==> config.mk <==
export PLATFORM = sky130hd
export DESIGN_NAME = fifo_rw_lock_arbiter
export DESIGN_NICKNAME = d
export VERILOG_FILES = /design/src/rwl_pkg.sv /design/src/rwl_wait_queue.sv /design/src/rwl_quick_pick.sv /design/src/fifo_rw_lock_arbiter.sv
export SDC_FILE = /design/constraint.sdc
export NUM_CORES = 1
export LEC_CHECK = 0
export BUFFER_PORTS_ARGS = -buffer_cell sky130_fd_sc_hd__buf_2
export CAP_MARGIN = 20
export CORE_MARGIN = 4
export CORE_UTILIZATION = 29
export DETAILED_ROUTE_END_ITERATION = 7
export GPL_TIMING_DRIVEN = 0
export HOLD_SLACK_MARGIN = 0.08
export PLACE_DENSITY = 0.42
export SLEW_MARGIN = 30
export SYNTH_ARGS = -nofsm -noshare
export SYNTH_HDL_FRONTEND = slang
export SYNTH_SLANG_ARGS = --single-unit
==> constraint.sdc <==
create_clock -name clk -period 2.9 [get_ports clk]
set_clock_uncertainty 0.1 [all_clocks]
set_input_delay 0.145 -clock clk [delete_from_list [all_inputs] [get_ports clk]]
set_output_delay 0.145 -clock clk [all_outputs]
set_load 0.03 [all_outputs]
==> src/rwl_pkg.sv <==
package rwl_pkg;

    localparam int DEF_REQUESTERS  = 16;
    localparam int DEF_QUEUE_DEPTH = 16;

    localparam int KIND_W   = 3;
    localparam int ID_W     = 4;
    localparam int STATUS_W = 2;
    localparam int READER_W = 5;
    localparam int RESULT_W = 5;

    localparam logic [KIND_W-1:0] KIND_READ       = 3'd0;
    localparam logic [KIND_W-1:0] KIND_QUICK_READ = 3'd1;
    localparam logic [KIND_W-1:0] KIND_WRITE      = 3'd2;
    localparam logic [KIND_W-1:0] KIND_READ_REL   = 3'd3;
    localparam logic [KIND_W-1:0] KIND_WRITE_REL  = 3'd4;

    localparam logic [STATUS_W-1:0] STATUS_OK      = 2'd0;
    localparam logic [STATUS_W-1:0] STATUS_FULL    = 2'd1;
    localparam logic [STATUS_W-1:0] STATUS_NO_HOLD = 2'd2;

    localparam logic [READER_W-1:0] READERS_MAX = 5'd31;
    localparam logic [RESULT_W-1:0] MAX_RESULTS = 5'd17;

    // one waiting ticket
    typedef struct packed {
        logic            write;
        logic [ID_W-1:0] id;
    } entry_t;

    // sequencer to ticket queue
    typedef struct packed {
        logic   push;
        logic   pop;
        logic   rd;
        entry_t wr_entry;
    } qctl_t;

endpackage

==> src/rwl_wait_queue.sv <==
module rwl_wait_queue #(
    parameter int QUEUE_DEPTH = rwl_pkg::DEF_QUEUE_DEPTH,
    localparam int PTR_W = $clog2(QUEUE_DEPTH),
    localparam int CNT_W = $clog2(QUEUE_DEPTH + 1)
) (
    input  logic               clk,
    input  logic               rst_n,
    input  rwl_pkg::qctl_t     ctrl,
    output logic [CNT_W-1:0]   count,
    output rwl_pkg::entry_t    rd_entry
);
    import rwl_pkg::*;

    localparam logic [PTR_W:0]   DEPTH_EXT = (PTR_W + 1)'(QUEUE_DEPTH);
    localparam logic [PTR_W-1:0] LAST_PTR  = PTR_W'(QUEUE_DEPTH - 1);
    localparam logic [CNT_W-1:0] FULL_CNT  = CNT_W'(QUEUE_DEPTH);

    entry_t mem [QUEUE_DEPTH];

    logic [PTR_W-1:0] head_reg, head_next;
    logic [CNT_W-1:0] count_reg, count_next;
    logic [PTR_W:0]   tail_sum;
    logic [PTR_W-1:0] tail;
    entry_t           rd_entry_reg;

    // tail slot, head plus count folded once
    assign tail_sum = {1'b0, head_reg} + (PTR_W + 1)'(count_reg);
    assign tail     = (tail_sum >= DEPTH_EXT) ? PTR_W'(tail_sum - DEPTH_EXT)
                                              : tail_sum[PTR_W-1:0];

    always_comb
    begin
        head_next = head_reg;
        if (ctrl.pop)
        begin
            head_next = (head_reg == LAST_PTR) ? '0 : head_reg + 1'b1;
        end
    end

    always_comb
    begin
        unique case ({ctrl.push, ctrl.pop})
            2'b10:   count_next = count_reg + 1'b1;
            2'b01:   count_next = count_reg - 1'b1;
            default: count_next = count_reg;
        endcase
    end

    always_ff @(posedge clk or negedge rst_n)
    begin
        if (!rst_n)
        begin
            head_reg  <= '0;
            count_reg <= '0;
        end
        else
        begin
            head_reg  <= head_next;
            count_reg <= count_next;
        end
    end

    always_ff @(posedge clk)
    begin
        if (ctrl.push)
        begin
            mem[tail] <= ctrl.wr_entry;
        end
        if (ctrl.rd)
        begin
            rd_entry_reg <= mem[head_reg];
        end
    end

    assign count    = count_reg;
    assign rd_entry = rd_entry_reg;

    a_count_bound: assert property (@(posedge clk) disable iff (!rst_n)
        count_reg <= FULL_CNT)
        else $error("ticket count beyond depth");

    a_no_push_full: assert property (@(posedge clk) disable iff (!rst_n)
        ctrl.push |-> count_reg != FULL_CNT)
        else $error("push into full ticket queue");

    a_no_pop_empty: assert property (@(posedge clk) disable iff (!rst_n)
        ctrl.pop |-> count_reg != '0 && !ctrl.push)
        else $error("pop from empty queue or together with push");

endmodule

==> src/rwl_quick_pick.sv <==
module rwl_quick_pick #(
    parameter int REQUESTERS = rwl_pkg::DEF_REQUESTERS,
    localparam int REQ_W = $clog2(REQUESTERS)
) (
    input  logic [REQUESTERS-1:0] waiting,
    output logic [REQUESTERS-1:0] onehot,
    output logic [REQ_W-1:0]      idx,
    output logic                  any
);
    import rwl_pkg::*;

    // lowest waiting id: isolate the lowest set bit, then encode it
    assign onehot = waiting & (~waiting + 1'b1);
    assign any    = |waiting;

    always_comb
    begin
        idx = '0;
        for (int i = 0; i < REQUESTERS; i++)
        begin
            if (onehot[i])
            begin
                idx = idx | REQ_W'(i);
            end
        end
    end

endmodule

==> src/fifo_rw_lock_arbiter.sv <==
// channel  | dir | payload                                   | handshake
// s_axis   | in  | tdata requester, tuser kind               | tvalid/tready
// m_axis   | out | tdata grantee/status, tuser flags, tlast  | tvalid/tready
//
// an event passes through accept and apply, quick scan, queue head check and
// final result. each quick-read grant is made in the quick scan, each queued
// reader granted takes a registered ticket read, then the check, and a ticket
// that ends the walk, a granted writer or a blocked head, goes to the final result
// reset is asynchronous, active low; the ticket memory needs no clearing pass
// a stalled result stalls the sequencer at its next grant or final result
module fifo_rw_lock_arbiter #(
    parameter int REQUESTERS  = rwl_pkg::DEF_REQUESTERS,
    parameter int QUEUE_DEPTH = rwl_pkg::DEF_QUEUE_DEPTH
) (
    input  logic       clk,
    input  logic       rst_n,
    input  logic       s_axis_tvalid,
    output logic       s_axis_tready,
    input  logic [7:0] s_axis_tdata,   // [3:0] requester, [7:4] unused
    input  logic [2:0] s_axis_tuser,   // [2:0] kind
    output logic       m_axis_tvalid,
    input  logic       m_axis_tready,
    output logic [7:0] m_axis_tdata,   // [3:0] grantee, [5:4] status, [7:6] zero
    output logic [1:0] m_axis_tuser,   // [0] granted, [1] grant_write
    output logic       m_axis_tlast
);
    import rwl_pkg::*;

    localparam int REQ_W = $clog2(REQUESTERS);
    localparam int CNT_W = $clog2(QUEUE_DEPTH + 1);
    localparam logic [CNT_W-1:0] FULL_CNT = CNT_W'(QUEUE_DEPTH);

    // sequencer states
    localparam logic [2:0] S_IDLE   = 3'd0;
    localparam logic [2:0] S_QUICK  = 3'd1;
    localparam logic [2:0] S_HEAD   = 3'd2;
    localparam logic [2:0] S_CHECK  = 3'd3;
    localparam logic [2:0] S_FINISH = 3'd4;

    logic [2:0]            state_reg, state_next;
    logic [REQUESTERS-1:0] quick_reg, quick_next;
    logic [READER_W-1:0]   readers_reg, readers_next;
    logic                  writer_reg, writer_next;
    logic [RESULT_W-1:0]   n_reg, n_next;
    logic [STATUS_W-1:0]   st_reg, st_next;

    // one grant held back until we know whether another follows
    logic                  pend_valid_reg, pend_valid_next;
    logic [ID_W-1:0]       pend_id_reg, pend_id_next;
    logic                  pend_write_reg, pend_write_next;

    // output register
    logic                  out_valid_reg, out_valid_next;
    logic                  out_granted_reg, out_granted_next;
    logic [ID_W-1:0]       out_id_reg, out_id_next;
    logic                  out_write_reg, out_write_next;
    logic [STATUS_W-1:0]   out_st_reg, out_st_next;
    logic                  out_last_reg, out_last_next;

    logic [KIND_W-1:0]     kind;
    logic [ID_W-1:0]       req_id;
    logic [REQ_W-1:0]      req_idx;
    logic                  in_range;

    qctl_t                 qctl;
    logic [CNT_W-1:0]      q_count;
    entry_t                q_entry;

    logic [REQUESTERS-1:0] pick_onehot;
    logic [REQ_W-1:0]      pick_idx;
    logic                  pick_any;

    logic                  can_emit;
    logic                  slot_ok;
    logic                  grant_fire;
    logic [ID_W-1:0]       grant_id;
    logic                  grant_wr;

    assign kind     = s_axis_tuser;
    assign req_id   = s_axis_tdata[ID_W-1:0];
    assign req_idx  = REQ_W'(req_id);
    assign in_range = int'(req_id) < REQUESTERS;

    rwl_wait_queue #(
        .QUEUE_DEPTH (QUEUE_DEPTH)
    ) u_queue (
        .clk      (clk),
        .rst_n    (rst_n),
        .ctrl     (qctl),
        .count    (q_count),
        .rd_entry (q_entry)
    );

    rwl_quick_pick #(
        .REQUESTERS (REQUESTERS)
    ) u_pick (
        .waiting (quick_reg),
        .onehot  (pick_onehot),
        .idx     (pick_idx),
        .any     (pick_any)
    );

    assign s_axis_tready = (state_reg == S_IDLE);

    // output register free this cycle
    assign can_emit = !out_valid_reg || m_axis_tready;
    // a new grant may be taken if the held one can move on
    assign slot_ok  = !pend_valid_reg || can_emit;

    always_comb
    begin
        state_next       = state_reg;
        quick_next       = quick_reg;
        readers_next     = readers_reg;
        writer_next      = writer_reg;
        n_next           = n_reg;
        st_next          = st_reg;
        pend_valid_next  = pend_valid_reg;
        pend_id_next     = pend_id_reg;
        pend_write_next  = pend_write_reg;
        out_valid_next   = out_valid_reg && !m_axis_tready;
        out_granted_next = out_granted_reg;
        out_id_next      = out_id_reg;
        out_write_next   = out_write_reg;
        out_st_next      = out_st_reg;
        out_last_next    = out_last_reg;
        qctl             = '0;
        grant_fire       = 1'b0;
        grant_id         = '0;
        grant_wr         = 1'b0;

        unique case (state_reg)
            S_IDLE:
            begin
                if (s_axis_tvalid)
                begin
                    st_next         = STATUS_OK;
                    n_next          = '0;
                    pend_valid_next = 1'b0;
                    state_next      = S_QUICK;
                    if (in_range)
                    begin
                        unique case (kind)
                            KIND_READ, KIND_WRITE:
                            begin
                                if (q_count == FULL_CNT)
                                begin
                                    st_next = STATUS_FULL;
                                end
                                else
                                begin
                                    qctl.push           = 1'b1;
                                    qctl.wr_entry.id    = req_id;
                                    qctl.wr_entry.write = (kind == KIND_WRITE);
                                end
                            end
                            KIND_QUICK_READ:
                            begin
                                quick_next = quick_reg | (REQUESTERS'(1) << req_idx);
                            end
                            KIND_READ_REL:
                            begin
                                if (readers_reg == '0)
                                begin
                                    st_next = STATUS_NO_HOLD;
                                end
                                else
                                begin
                                    readers_next = readers_reg - 1'b1;
                                end
                            end
                            KIND_WRITE_REL:
                            begin
                                if (!writer_reg)
                                begin
                                    st_next = STATUS_NO_HOLD;
                                end
                                else
                                begin
                                    writer_next = 1'b0;
                                end
                            end
                            default:
                            begin
                                st_next = STATUS_OK;
                            end
                        endcase
                    end
                end
            end

            // waiting quick readers, lowest id first
            S_QUICK:
            begin
                if (!writer_reg && pick_any && n_reg < MAX_RESULTS
                    && readers_reg < READERS_MAX)
                begin
                    if (slot_ok)
                    begin
                        grant_fire   = 1'b1;
                        grant_id     = ID_W'(pick_idx);
                        grant_wr     = 1'b0;
                        quick_next   = quick_reg & ~pick_onehot;
                        readers_next = readers_reg + 1'b1;
                    end
                end
                else
                begin
                    state_next = S_HEAD;
                end
            end

            S_HEAD:
            begin
                if (q_count != '0 && n_reg < MAX_RESULTS)
                begin
                    qctl.rd    = 1'b1;
                    state_next = S_CHECK;
                end
                else
                begin
                    state_next = S_FINISH;
                end
            end

            S_CHECK:
            begin
                if (q_entry.write)
                begin
                    if (readers_reg == '0 && !writer_reg)
                    begin
                        if (slot_ok)
                        begin
                            grant_fire  = 1'b1;
                            grant_id    = q_entry.id;
                            grant_wr    = 1'b1;
                            writer_next = 1'b1;
                            qctl.pop    = 1'b1;
                            state_next  = S_FINISH;
                        end
                    end
                    else
                    begin
                        state_next = S_FINISH;
                    end
                end
                else if (writer_reg || readers_reg >= READERS_MAX)
                begin
                    state_next = S_FINISH;
                end
                else if (slot_ok)
                begin
                    grant_fire   = 1'b1;
                    grant_id     = q_entry.id;
                    grant_wr     = 1'b0;
                    readers_next = readers_reg + 1'b1;
                    qctl.pop     = 1'b1;
                    state_next   = S_HEAD;
                end
            end

            S_FINISH:
            begin
                if (can_emit)
                begin
                    out_valid_next   = 1'b1;
                    out_granted_next = pend_valid_reg;
                    out_id_next      = pend_valid_reg ? pend_id_reg : '0;
                    out_write_next   = pend_valid_reg && pend_write_reg;
                    out_st_next      = st_reg;
                    out_last_next    = 1'b1;
                    pend_valid_next  = 1'b0;
                    state_next       = S_IDLE;
                end
            end

            default:
            begin
                state_next = S_IDLE;
            end
        endcase

        // a new grant pushes the held one out as a non-final result
        if (grant_fire)
        begin
            if (pend_valid_reg)
            begin
                out_valid_next   = 1'b1;
                out_granted_next = 1'b1;
                out_id_next      = pend_id_reg;
                out_write_next   = pend_write_reg;
                out_st_next      = st_reg;
                out_last_next    = 1'b0;
            end
            pend_valid_next = 1'b1;
            pend_id_next    = grant_id;
            pend_write_next = grant_wr;
            n_next          = n_reg + 1'b1;
        end
    end

    always_ff @(posedge clk or negedge rst_n)
    begin
        if (!rst_n)
        begin
            state_reg      <= S_IDLE;
            quick_reg      <= '0;
            readers_reg    <= '0;
            writer_reg     <= 1'b0;
            n_reg          <= '0;
            st_reg         <= STATUS_OK;
            pend_valid_reg <= 1'b0;
            out_valid_reg  <= 1'b0;
        end
        else
        begin
            state_reg      <= state_next;
            quick_reg      <= quick_next;
            readers_reg    <= readers_next;
            writer_reg     <= writer_next;
            n_reg          <= n_next;
            st_reg         <= st_next;
            pend_valid_reg <= pend_valid_next;
            out_valid_reg  <= out_valid_next;
        end
    end

    // result payload
    always_ff @(posedge clk)
    begin
        pend_id_reg     <= pend_id_next;
        pend_write_reg  <= pend_write_next;
        out_granted_reg <= out_granted_next;
        out_id_reg      <= out_id_next;
        out_write_reg   <= out_write_next;
        out_st_reg      <= out_st_next;
        out_last_reg    <= out_last_next;
    end

    assign m_axis_tvalid = out_valid_reg;
    assign m_axis_tdata  = {2'b00, out_st_reg, out_id_reg};
    assign m_axis_tuser  = {out_write_reg, out_granted_reg};
    assign m_axis_tlast  = out_last_reg;

    a_excl_hold: assert property (@(posedge clk) disable iff (!rst_n)
        !(writer_reg && readers_reg != '0))
        else $error("writer and readers hold the lock together");

    a_idle_flushed: assert property (@(posedge clk) disable iff (!rst_n)
        s_axis_tready |-> !pend_valid_reg)
        else $error("held grant left over while idle");

    a_grant_bound: assert property (@(posedge clk) disable iff (!rst_n)
        n_reg <= MAX_RESULTS)
        else $error("too many grants for one request");

endmodule
# Word level (Yosys, flattened, before mapping)

Memory sizes are Yosys's and may differ from the RTL's. A register that Yosys moved wholly into a read port is not among the register bits.
Cells that the tools add are included.

Add/sub/neg operators: 9
Shift operators: 1
Mux-type cells: 109
Bitwise logic cells: 5
Reduce and logical (&&, ||, !) cells: 35
$lt $le $gt $ge: 4
Eq/ne operators: 30

Operator list:

| operator                                                 | count |
|---|---|
| 2-to-1 mux 4 bit                                         | 21 |
| 2-to-1 mux 5 bit                                         | 14 |
| 2-to-1 mux 16 bit                                        | 4 |
| 2-to-1 mux 1 bit                                         | 40 |
| 2-to-1 mux 3 bit                                         | 13 |
| AND 16 bit                                               | 2 |
| NOT 16 bit                                               | 2 |
| case mux 16 bit (2 select lines)                         | 1 |
| inequality test 2 bit, second input constant             | 10 |
| adder 16 x 1 -> 16 bit, second input constant            | 1 |
| 2-to-1 mux 2 bit                                         | 8 |
| bitwise OR 16 bit                                        | 1 |
| OR reduction 16 bit                                      | 1 |
| left shift 1 x 4 -> 16 bit, first input constant         | 1 |
| adder 5 x 1 -> 5 bit, second input constant              | 3 |
| case mux 3 bit (5 select lines)                          | 1 |
| case mux 5 bit (3 select lines)                          | 1 |
| == test 3 x 2 -> 1 bit, second input constant            | 4 |
| greater-or-equal comparator 5 bit, second input constant | 2 |
| < comparator 5 bit, second input constant                | 2 |
| case mux 5 bit (2 select lines)                          | 1 |
| AND reduction 5 bit                                      | 2 |
| nonzero test 2 bit                                       | 5 |
| subtractor 5 x 1 -> 5 bit, second input constant         | 2 |
| 29 further kinds                                         | 51 |

Output and inout bits: 13
Bits in writable memories: 80
Memories kept: 1
Register bits: 57
Input bits: 15

Memories:

| memory      | depth | bits a word | read ports | clocked after Yosys merged registers in | write ports | RTL line             | RTL |
|---|---|---|---|---|---|---|---|
| u_queue.mem | 16    | 5           | 1          | 1                                       | 1           | rwl_wait_queue.sv:18 | `entry_t mem [QUEUE_DEPTH];` |

# Depth between registers and ports, before layout

Depth after elaboration: 21
Gate-level depth with buffers: 14

# Modules after synthesis

Synthesis repeated with hierarchy kept, for this count alone.

Cell total of the unflattened synthesis: 518
Area total of the unflattened synthesis: 6,834.1 um2

Modules (own cells, without submodules):

| module               | sequential area each (um2) | cells an instance | times used | area each (um2) |
|---|---|---|---|---|
| rwl_wait_queue       | 2,777.7                    | 225               | 1          | 4,017.6 |
| fifo_rw_lock_arbiter | 1,181.1                    | 241               | 1          | 2,487.4 |
| rwl_quick_pick       | 0.0                        | 52                | 1          | 329.1 |

# Worst setup path after synthesis

No wires, ideal clock.

Path type: register -> register
From: register out_valid_reg, in the netlist m_axis_tvalid
To: register u_queue.count_reg[4], in the netlist u_queue.count[4]
Data required time: 2.673 ns
Cell stages (with the launch flop): 14
Setup slack: -0.402 ns
Data arrival time: 3.075 ns
Clock period less this slack: 3.302 ns
Cell sequence: dfrtp_1 and3b_1 or3_1 a21oi_1 buf_2 ha_1 inv_1 fa_1 inv_1 a21o_1 a21oi_1 xnor2_1 nor2_1 xor2_1

RTL lines:

| what                   | RTL line                    | RTL |
|---|---|---|
| from (decl)            | fifo_rw_lock_arbiter.sv:53  | `logic out_valid_reg, out_valid_next;` |
| from (signal assigned) | fifo_rw_lock_arbiter.sv:324 | `out_valid_reg <= out_valid_next;` |
| to (signal assigned)   | rwl_wait_queue.sv:59        | `count_reg <= count_next;` |
| to (decl)              | rwl_wait_queue.sv:21        | `logic [CNT_W-1:0] count_reg, count_next;` |

# Worst setup path after layout

From: register quick_reg[1]
To: register out_st_reg[1]

Cells in the longest elaborated chain, start to end: 7

RTL lines:

| what                            | RTL line                    | RTL |
|---|---|---|
| from (decl)                     | fifo_rw_lock_arbiter.sv:41  | `logic [REQUESTERS-1:0] quick_reg, quick_next;` |
| from (signal assigned)          | fifo_rw_lock_arbiter.sv:318 | `quick_reg <= quick_next;` |
| OR reduction 16 bit             | rwl_quick_pick.sv:14        | `assign any = \|waiting;` |
| logical AND 1 bit (2 in series) | fifo_rw_lock_arbiter.sv:195 | `if (!writer_reg && pick_any && n_reg < MAX_RESULTS` |
| logical AND 1 bit               | fifo_rw_lock_arbiter.sv:196 | `&& readers_reg < READERS_MAX)` |
| 2-to-1 mux 1 bit                | fifo_rw_lock_arbiter.sv:195 |  |
| case mux 1 bit (2 select lines) | fifo_rw_lock_arbiter.sv:132 | `unique case (state_reg)` |
| 2-to-1 mux 2 bit                | fifo_rw_lock_arbiter.sv:284 | `if (grant_fire)` |
| via out_st_next[1]              | fifo_rw_lock_arbiter.sv:57  | `logic [STATUS_W-1:0] out_st_reg, out_st_next;` |
| to (signal assigned)            | fifo_rw_lock_arbiter.sv:336 | `out_st_reg <= out_st_next;` |
| to (decl)                       | fifo_rw_lock_arbiter.sv:57  |  |

The timed path passes the listed nets, and every way through them passes these cells.
A chain may end at the register's enable or synchronous reset.

==> impl_results.html <==
<table>
<tr><th>Metric</th><th>Value</th></tr>
<tr><th colspan="2">CTS</th></tr>
<tr><td>Clock tree from TritonCTS</td><td>built</td></tr>
<tr><td>Maximum count of clock buffers along a single path</td><td>2</td></tr>
<tr><td>Worst-skew pair later-pin latency</td><td>~0.42 ns</td></tr>
<tr><td>Clock transition at the registers of the reported paths</td><td>around 0.070 ns</td></tr>
<tr><td>CTS Root Cell</td><td>sky130_fd_sc_hd__clkbuf_16</td></tr>
<tr><td>Inserted Clock Buffers</td><td>17</td></tr>
<tr><td>Clk sinks</td><td>between 100 and 150</td></tr>
<tr><td>Max H-tree Level</td><td>4</td></tr>
<tr><th colspan="2">Global route</th></tr>
<tr><td>Remaining global-route overflow</td><td>0</td></tr>
<tr><td>First-pass GRT wire length</td><td>25.4 mm</td></tr>
<tr><td>Vias in the first global route</td><td>approximately 4,500</td></tr>
<tr><td>Total routing resource utilization after global routing</td><td>0.129</td></tr>
<tr><td>Number of antenna violations at the first check in global routing</td><td>0</td></tr>
<tr><td>Maximum number of pins on one net before global-route repair</td><td>44</td></tr>
<tr><th colspan="2">Cells and area</th></tr>
<tr><td>Count of nets after finishing</td><td>between 600 and 700</td></tr>
<tr><td>Most frequent cells in the layout</td><td>sky130_fd_sc_hd__edfxtp_1 (90), sky130_fd_sc_hd__nand2_1 (41), sky130_fd_sc_hd__dfrtp_1 (39)</td></tr>
<tr><td>Flip-flop count of the largest register after layout</td><td>80</td></tr>
<tr><td>Share of layout cells above drive strength 1</td><td>0.222</td></tr>
<tr><td>Area Growth Syn to Fin</td><td>20.5%</td></tr>
<tr><td>Filler Cells Inserted</td><td>2,230</td></tr>
<tr><td>Commonest non-fill, non-tap cell in the layout</td><td>sky130_fd_sc_hd__edfxtp_1</td></tr>
<tr><td>Area of combinational cells with multiple inputs</td><td>about 0.0027 mm2</td></tr>
<tr><td>Antenna diode count</td><td>0</td></tr>
<tr><td>Area used by sequential logic in the layout</td><td>~0.0040 mm2</td></tr>
<tr><th colspan="2">STA</th></tr>
<tr><td>Achievable Freq</td><td>roughly 360 MHz</td></tr>
<tr><td>Final-report hold violation count</td><td>0</td></tr>
<tr><td>Final hold slack</td><td>around 0.082 ns</td></tr>
<tr><td>Fin crit period</td><td>~2.8 ns</td></tr>
<tr><td>Unrepaired setup endpoints after global routing</td><td>true</td></tr>
<tr><td>Worst-margin pin slew</td><td>just under 0.8 ns</td></tr>
<tr><td>Pins Over Slew Limit</td><td>0</td></tr>
<tr><td>Final TNS setup</td><td>0 ns</td></tr>
<tr><td>Period Utilization, post-route</td><td>0.971</td></tr>
<tr><td>Number of failing setup endpoints in the final timing report</td><td>0</td></tr>
<tr><td>Final setup margin</td><td>0.0850 ns</td></tr>
<tr><td>Max transition margin</td><td>0.471</td></tr>
<tr><th colspan="2">Job</th></tr>
<tr><td>Max Cap Violations</td><td>0</td></tr>
<tr><th colspan="2">Setup path</th></tr>
<tr><td>Worst-case register-to-register setup slack</td><td>between 0.08 and 0.09 ns</td></tr>
<tr><td>Critical R2R Launch</td><td>quick_reg[1]$_DFFE_PN0P_</td></tr>
<tr><td>Setup CP Type</td><td>reg -&gt; reg</td></tr>
<tr><td>Launching element type of the critical path</td><td>flop</td></tr>
<tr><td>Arrival time at the worst endpoint</td><td>slightly above 3 ns</td></tr>
<tr><td>Number of cell instances on the worst register-to-register path</td><td>9</td></tr>
<tr><td>Element type at the critical path end</td><td>flop</td></tr>
<tr><td>Worst endpoint required time</td><td>3.11 ns</td></tr>
<tr><td>Critical Path Fanout Max</td><td>9</td></tr>
<tr><td>Terminus of the critical flop-to-flop path</td><td>out_st_reg[1]$_DFF_P_</td></tr>
<tr><th colspan="2">Drt</th></tr>
<tr><td>Router iterations before antenna repair</td><td>5</td></tr>
<tr><td>Iter 0 DRT Violations</td><td>approximately 260</td></tr>
<tr><td>Count of nets left with antenna violations after detail routing</td><td>0</td></tr>
<tr><td>Average detailed-routed wire length per instance</td><td>roughly 18 um</td></tr>
<tr><td>Overall via count from detail_route</td><td>about 4,400</td></tr>
<tr><td>DRC violation count after routing</td><td>0</td></tr>
<tr><td>Wire length reported by the detailed router</td><td>~16 mm</td></tr>
<tr><td>Post-DR vias/cell</td><td>5.00</td></tr>
<tr><th colspan="2">Die</th></tr>
<tr><td>Site Rows</td><td>55</td></tr>
<tr><td>Boundary pin count</td><td>28</td></tr>
<tr><td>Die Span Y</td><td>about 160 um</td></tr>
<tr><td>Die Footprint</td><td>about 0.026 mm2</td></tr>
<tr><td>Area of the core region</td><td>~0.023 mm2</td></tr>
<tr><td>Chip width</td><td>roughly 160 um</td></tr>
<tr><td>Starting utilization of the core area</td><td>0.295</td></tr>
<tr><th colspan="2">Pwr</th></tr>
<tr><td>Relative contribution of sequential cells to total power</td><td>0.323</td></tr>
<tr><td>Total power</td><td>slightly above 0.009 W</td></tr>
<tr><td>Max rail drop VDD</td><td>approximately 0.00038 V</td></tr>
<tr><td>Switching component of the power</td><td>between 0.003 and 0.004 W</td></tr>
<tr><td>Pwr dens</td><td>approximately 1100 mW/mm2</td></tr>
<tr><td>Standby leakage power</td><td>approximately 3.1 nW</td></tr>
<tr><td>Cell-internal power</td><td>approximately 0.0055 W</td></tr>
<tr><td>Combinational power share</td><td>0.432</td></tr>
<tr><td>Clock network fraction of design power</td><td>0.244</td></tr>
<tr><td>Switching Share</td><td>0.397</td></tr>
<tr><th colspan="2">Logic synthesis</th></tr>
<tr><td>Post-synthesis async set-or-reset flop share</td><td>0.303</td></tr>
<tr><td>Flip-flop and latch count after synthesis</td><td>roughly 140</td></tr>
<tr><td>Netlist Area Pre-Place</td><td>approximately 0.0067 mm2</td></tr>
<tr><td>Primary FF master, synth</td><td>sky130_fd_sc_hd__edfxtp_1</td></tr>
<tr><td>EDFF count, synth</td><td>90</td></tr>
<tr><td>Avg Inst Size Synth</td><td>around 13 um2</td></tr>
<tr><td>Synth warn</td><td>0</td></tr>
<tr><td>Post-Syn Instances</td><td>between 500 and 600</td></tr>
<tr><td>Post-synthesis sequential area ratio</td><td>0.593</td></tr>
<tr><td>Number of unique standard cell types used by synthesis</td><td>approximately 70</td></tr>
<tr><th colspan="2">Placed design</th></tr>
<tr><td>Worst setup slack before clock tree synthesis</td><td>-0.575 ns</td></tr>
<tr><td>Port bufs</td><td>19</td></tr>
<tr><td>HPWL Detailed</td><td>roughly 11 mm</td></tr>
<tr><td>Final estimated routing congestion in global placement</td><td>roughly 0.81</td></tr>
<tr><th colspan="2">Worst hold path</th></tr>
<tr><td>Critical hold path startpoint</td><td>s_axis_tuser[1]</td></tr>
<tr><td>Number of cells on the worst hold path</td><td>4</td></tr>
<tr><td>Endpoint of the worst hold-timing path</td><td>quick_reg[15]$_DFFE_PN0P_</td></tr>
<tr><td>Class of the worst hold path</td><td>in -&gt; reg</td></tr>
<tr><th colspan="2">Status</th></tr>
<tr><td>Outcome</td><td>finished clean</td></tr>
</table>
[layer usage]
metal,global-route usage,up-vias,share of wire
met5,0,-,0
met4,0.0438,0,0.019
met3,0.0307,19,0.040
met2,0.211,95,0.48
met1,0.169,2194,0.46
li1,-,2118,-
[cell type report]
cell class              count  share of cell area
plain buffers              23              0.0172
clock buffers              17              0.0528
clock inverters            15              0.0208
inverters                  20             0.00994
multi-input cells         344               0.329
flip-flops and latches    142               0.492
well taps                 285              0.0443
repair buffers             39              0.0333
[synthesized netlist by cell type, types with 3 or more instances]
library cell               count  area (um2)
sky130_fd_sc_hd__o41ai_1       6        52.6
sky130_fd_sc_hd__a41oi_1       3        26.3
sky130_fd_sc_hd__a21o_1        7        52.6
sky130_fd_sc_hd__or3_1         4        25.0
sky130_fd_sc_hd__and3_1        3        18.8
sky130_fd_sc_hd__xnor2_1       9        78.8
sky130_fd_sc_hd__xor2_1        6        52.6
sky130_fd_sc_hd__mux2_2        8        90.1
sky130_fd_sc_hd__nand3_1       9        45.0
sky130_fd_sc_hd__o21ai_0      28         140
sky130_fd_sc_hd__buf_2         6        30.0
sky130_fd_sc_hd__and2_1        7        43.8
sky130_fd_sc_hd__a22oi_1       6        45.0
sky130_fd_sc_hd__nand2b_1      3        18.8
sky130_fd_sc_hd__fa_1          3        60.1
sky130_fd_sc_hd__a211o_1       5        43.8
sky130_fd_sc_hd__edfxtp_1     90        2700
sky130_fd_sc_hd__nor2_1       44         165
sky130_fd_sc_hd__a22o_1        7        61.3
sky130_fd_sc_hd__o22a_1        3        26.3
sky130_fd_sc_hd__dfxtp_1       9         180
sky130_fd_sc_hd__nand2_1      41         154
sky130_fd_sc_hd__dfrtp_1      43        1080
sky130_fd_sc_hd__buf_4         4        30.0
sky130_fd_sc_hd__a21oi_1      21         105
sky130_fd_sc_hd__nor3_1       14        70.1
sky130_fd_sc_hd__inv_1        19        71.3
sky130_fd_sc_hd__nor2b_1       3        18.8
sky130_fd_sc_hd__a31oi_1       3        18.8
sky130_fd_sc_hd__clkbuf_1     11        41.3
sky130_fd_sc_hd__nand3b_1      5        37.5
sky130_fd_sc_hd__or4_1         6        45.0
sky130_fd_sc_hd__mux4_2       10         225
sky130_fd_sc_hd__mux2i_1      20         200
sky130_fd_sc_hd__nor4_1        3        18.8
sky130_fd_sc_hd__a221oi_1      5        43.8
sky130_fd_sc_hd__ha_1         12         150
[worst max-delay path, cell delays in order (launching register included)]
cell	delay, ns
sky130_fd_sc_hd__dfrtp_1	0.42
sky130_fd_sc_hd__or4_1	0.50
sky130_fd_sc_hd__buf_2	0.17
sky130_fd_sc_hd__o41a_1	0.47
sky130_fd_sc_hd__and2_4	0.16
sky130_fd_sc_hd__buf_6	0.15
sky130_fd_sc_hd__o21ai_4	0.15
sky130_fd_sc_hd__and2_1	0.16
sky130_fd_sc_hd__buf_6	0.13
sky130_fd_sc_hd__mux2_4	0.30
[power by group through the flow]
stage / Sequential [W] / Clock [W] / Combinational (W)
after floorplan: 0.00294 / 0 / 0.00273
after global placement: 0.00295 / 0 / 0.00368
after detailed placement: 0.00295 / 0 / 0.00371
after CTS: 0.00293 / 0.00226 / 0.00384
after global routing: 0.00298 / 0.00236 / 0.00434
final: 0.00293 / 0.00221 / 0.00391
[worst max-delay path by stage]
stage	from	to	slack [ns]	cells past startpoint
floorplan	state_reg[1]$_DFFE_PN0P_	u_queue.count[4]$_DFFE_PN0P_	0.02	14
global placement	state_reg[1]$_DFFE_PN0P_	u_queue.mem[0][2]$_DFFE_PP_	-0.49	7
detailed placement	state_reg[1]$_DFFE_PN0P_	u_queue.mem[4][2]$_DFFE_PP_	-0.58	7
CTS	state_reg[0]$_DFFE_PN0P_	u_queue.count[4]$_DFFE_PN0P_	0.01	13
global route	readers_reg[1]$_DFFE_PN0P_	u_queue.count[4]$_DFFE_PN0P_	-0.05	13
finish	quick_reg[1]$_DFFE_PN0P_	out_st_reg[1]$_DFF_P_	0.09	9
[metrics by stage]
stage,std cells,cell area (um2),util
final,885,8050,0.356
after CTS,882,7990,0.353
after global routing,885,8050,0.356
after detailed placement,835,7200,0.318
after global placement,835,7190,0.318
after floorplan,531,6740,-
[logic make-up after synthesis]
| family | share of synthesized area |
|---|---|
| AND/OR/NAND/NOR | 0.118 |
| flip-flops | 0.593 |
| multiplexers | 0.0816 |
| adder cells (fa/ha/maj) | 0.0315 |
| other | 0.000561 |
| XOR/XNOR | 0.0197 |
| buffers and inverters | 0.0313 |
| AO/OA/AOI/OAI | 0.125 |
[repair_timing]
action,in CTS,in global routing
hold buffers,8,0
endpoints found under the hold margin,55,0
endpoints found under the setup margin,126,26
pin swaps,5,1
resized for setup,17,8
gates cloned,0,0
setup buffers,9,3
(Power assumes the default switching activity.)
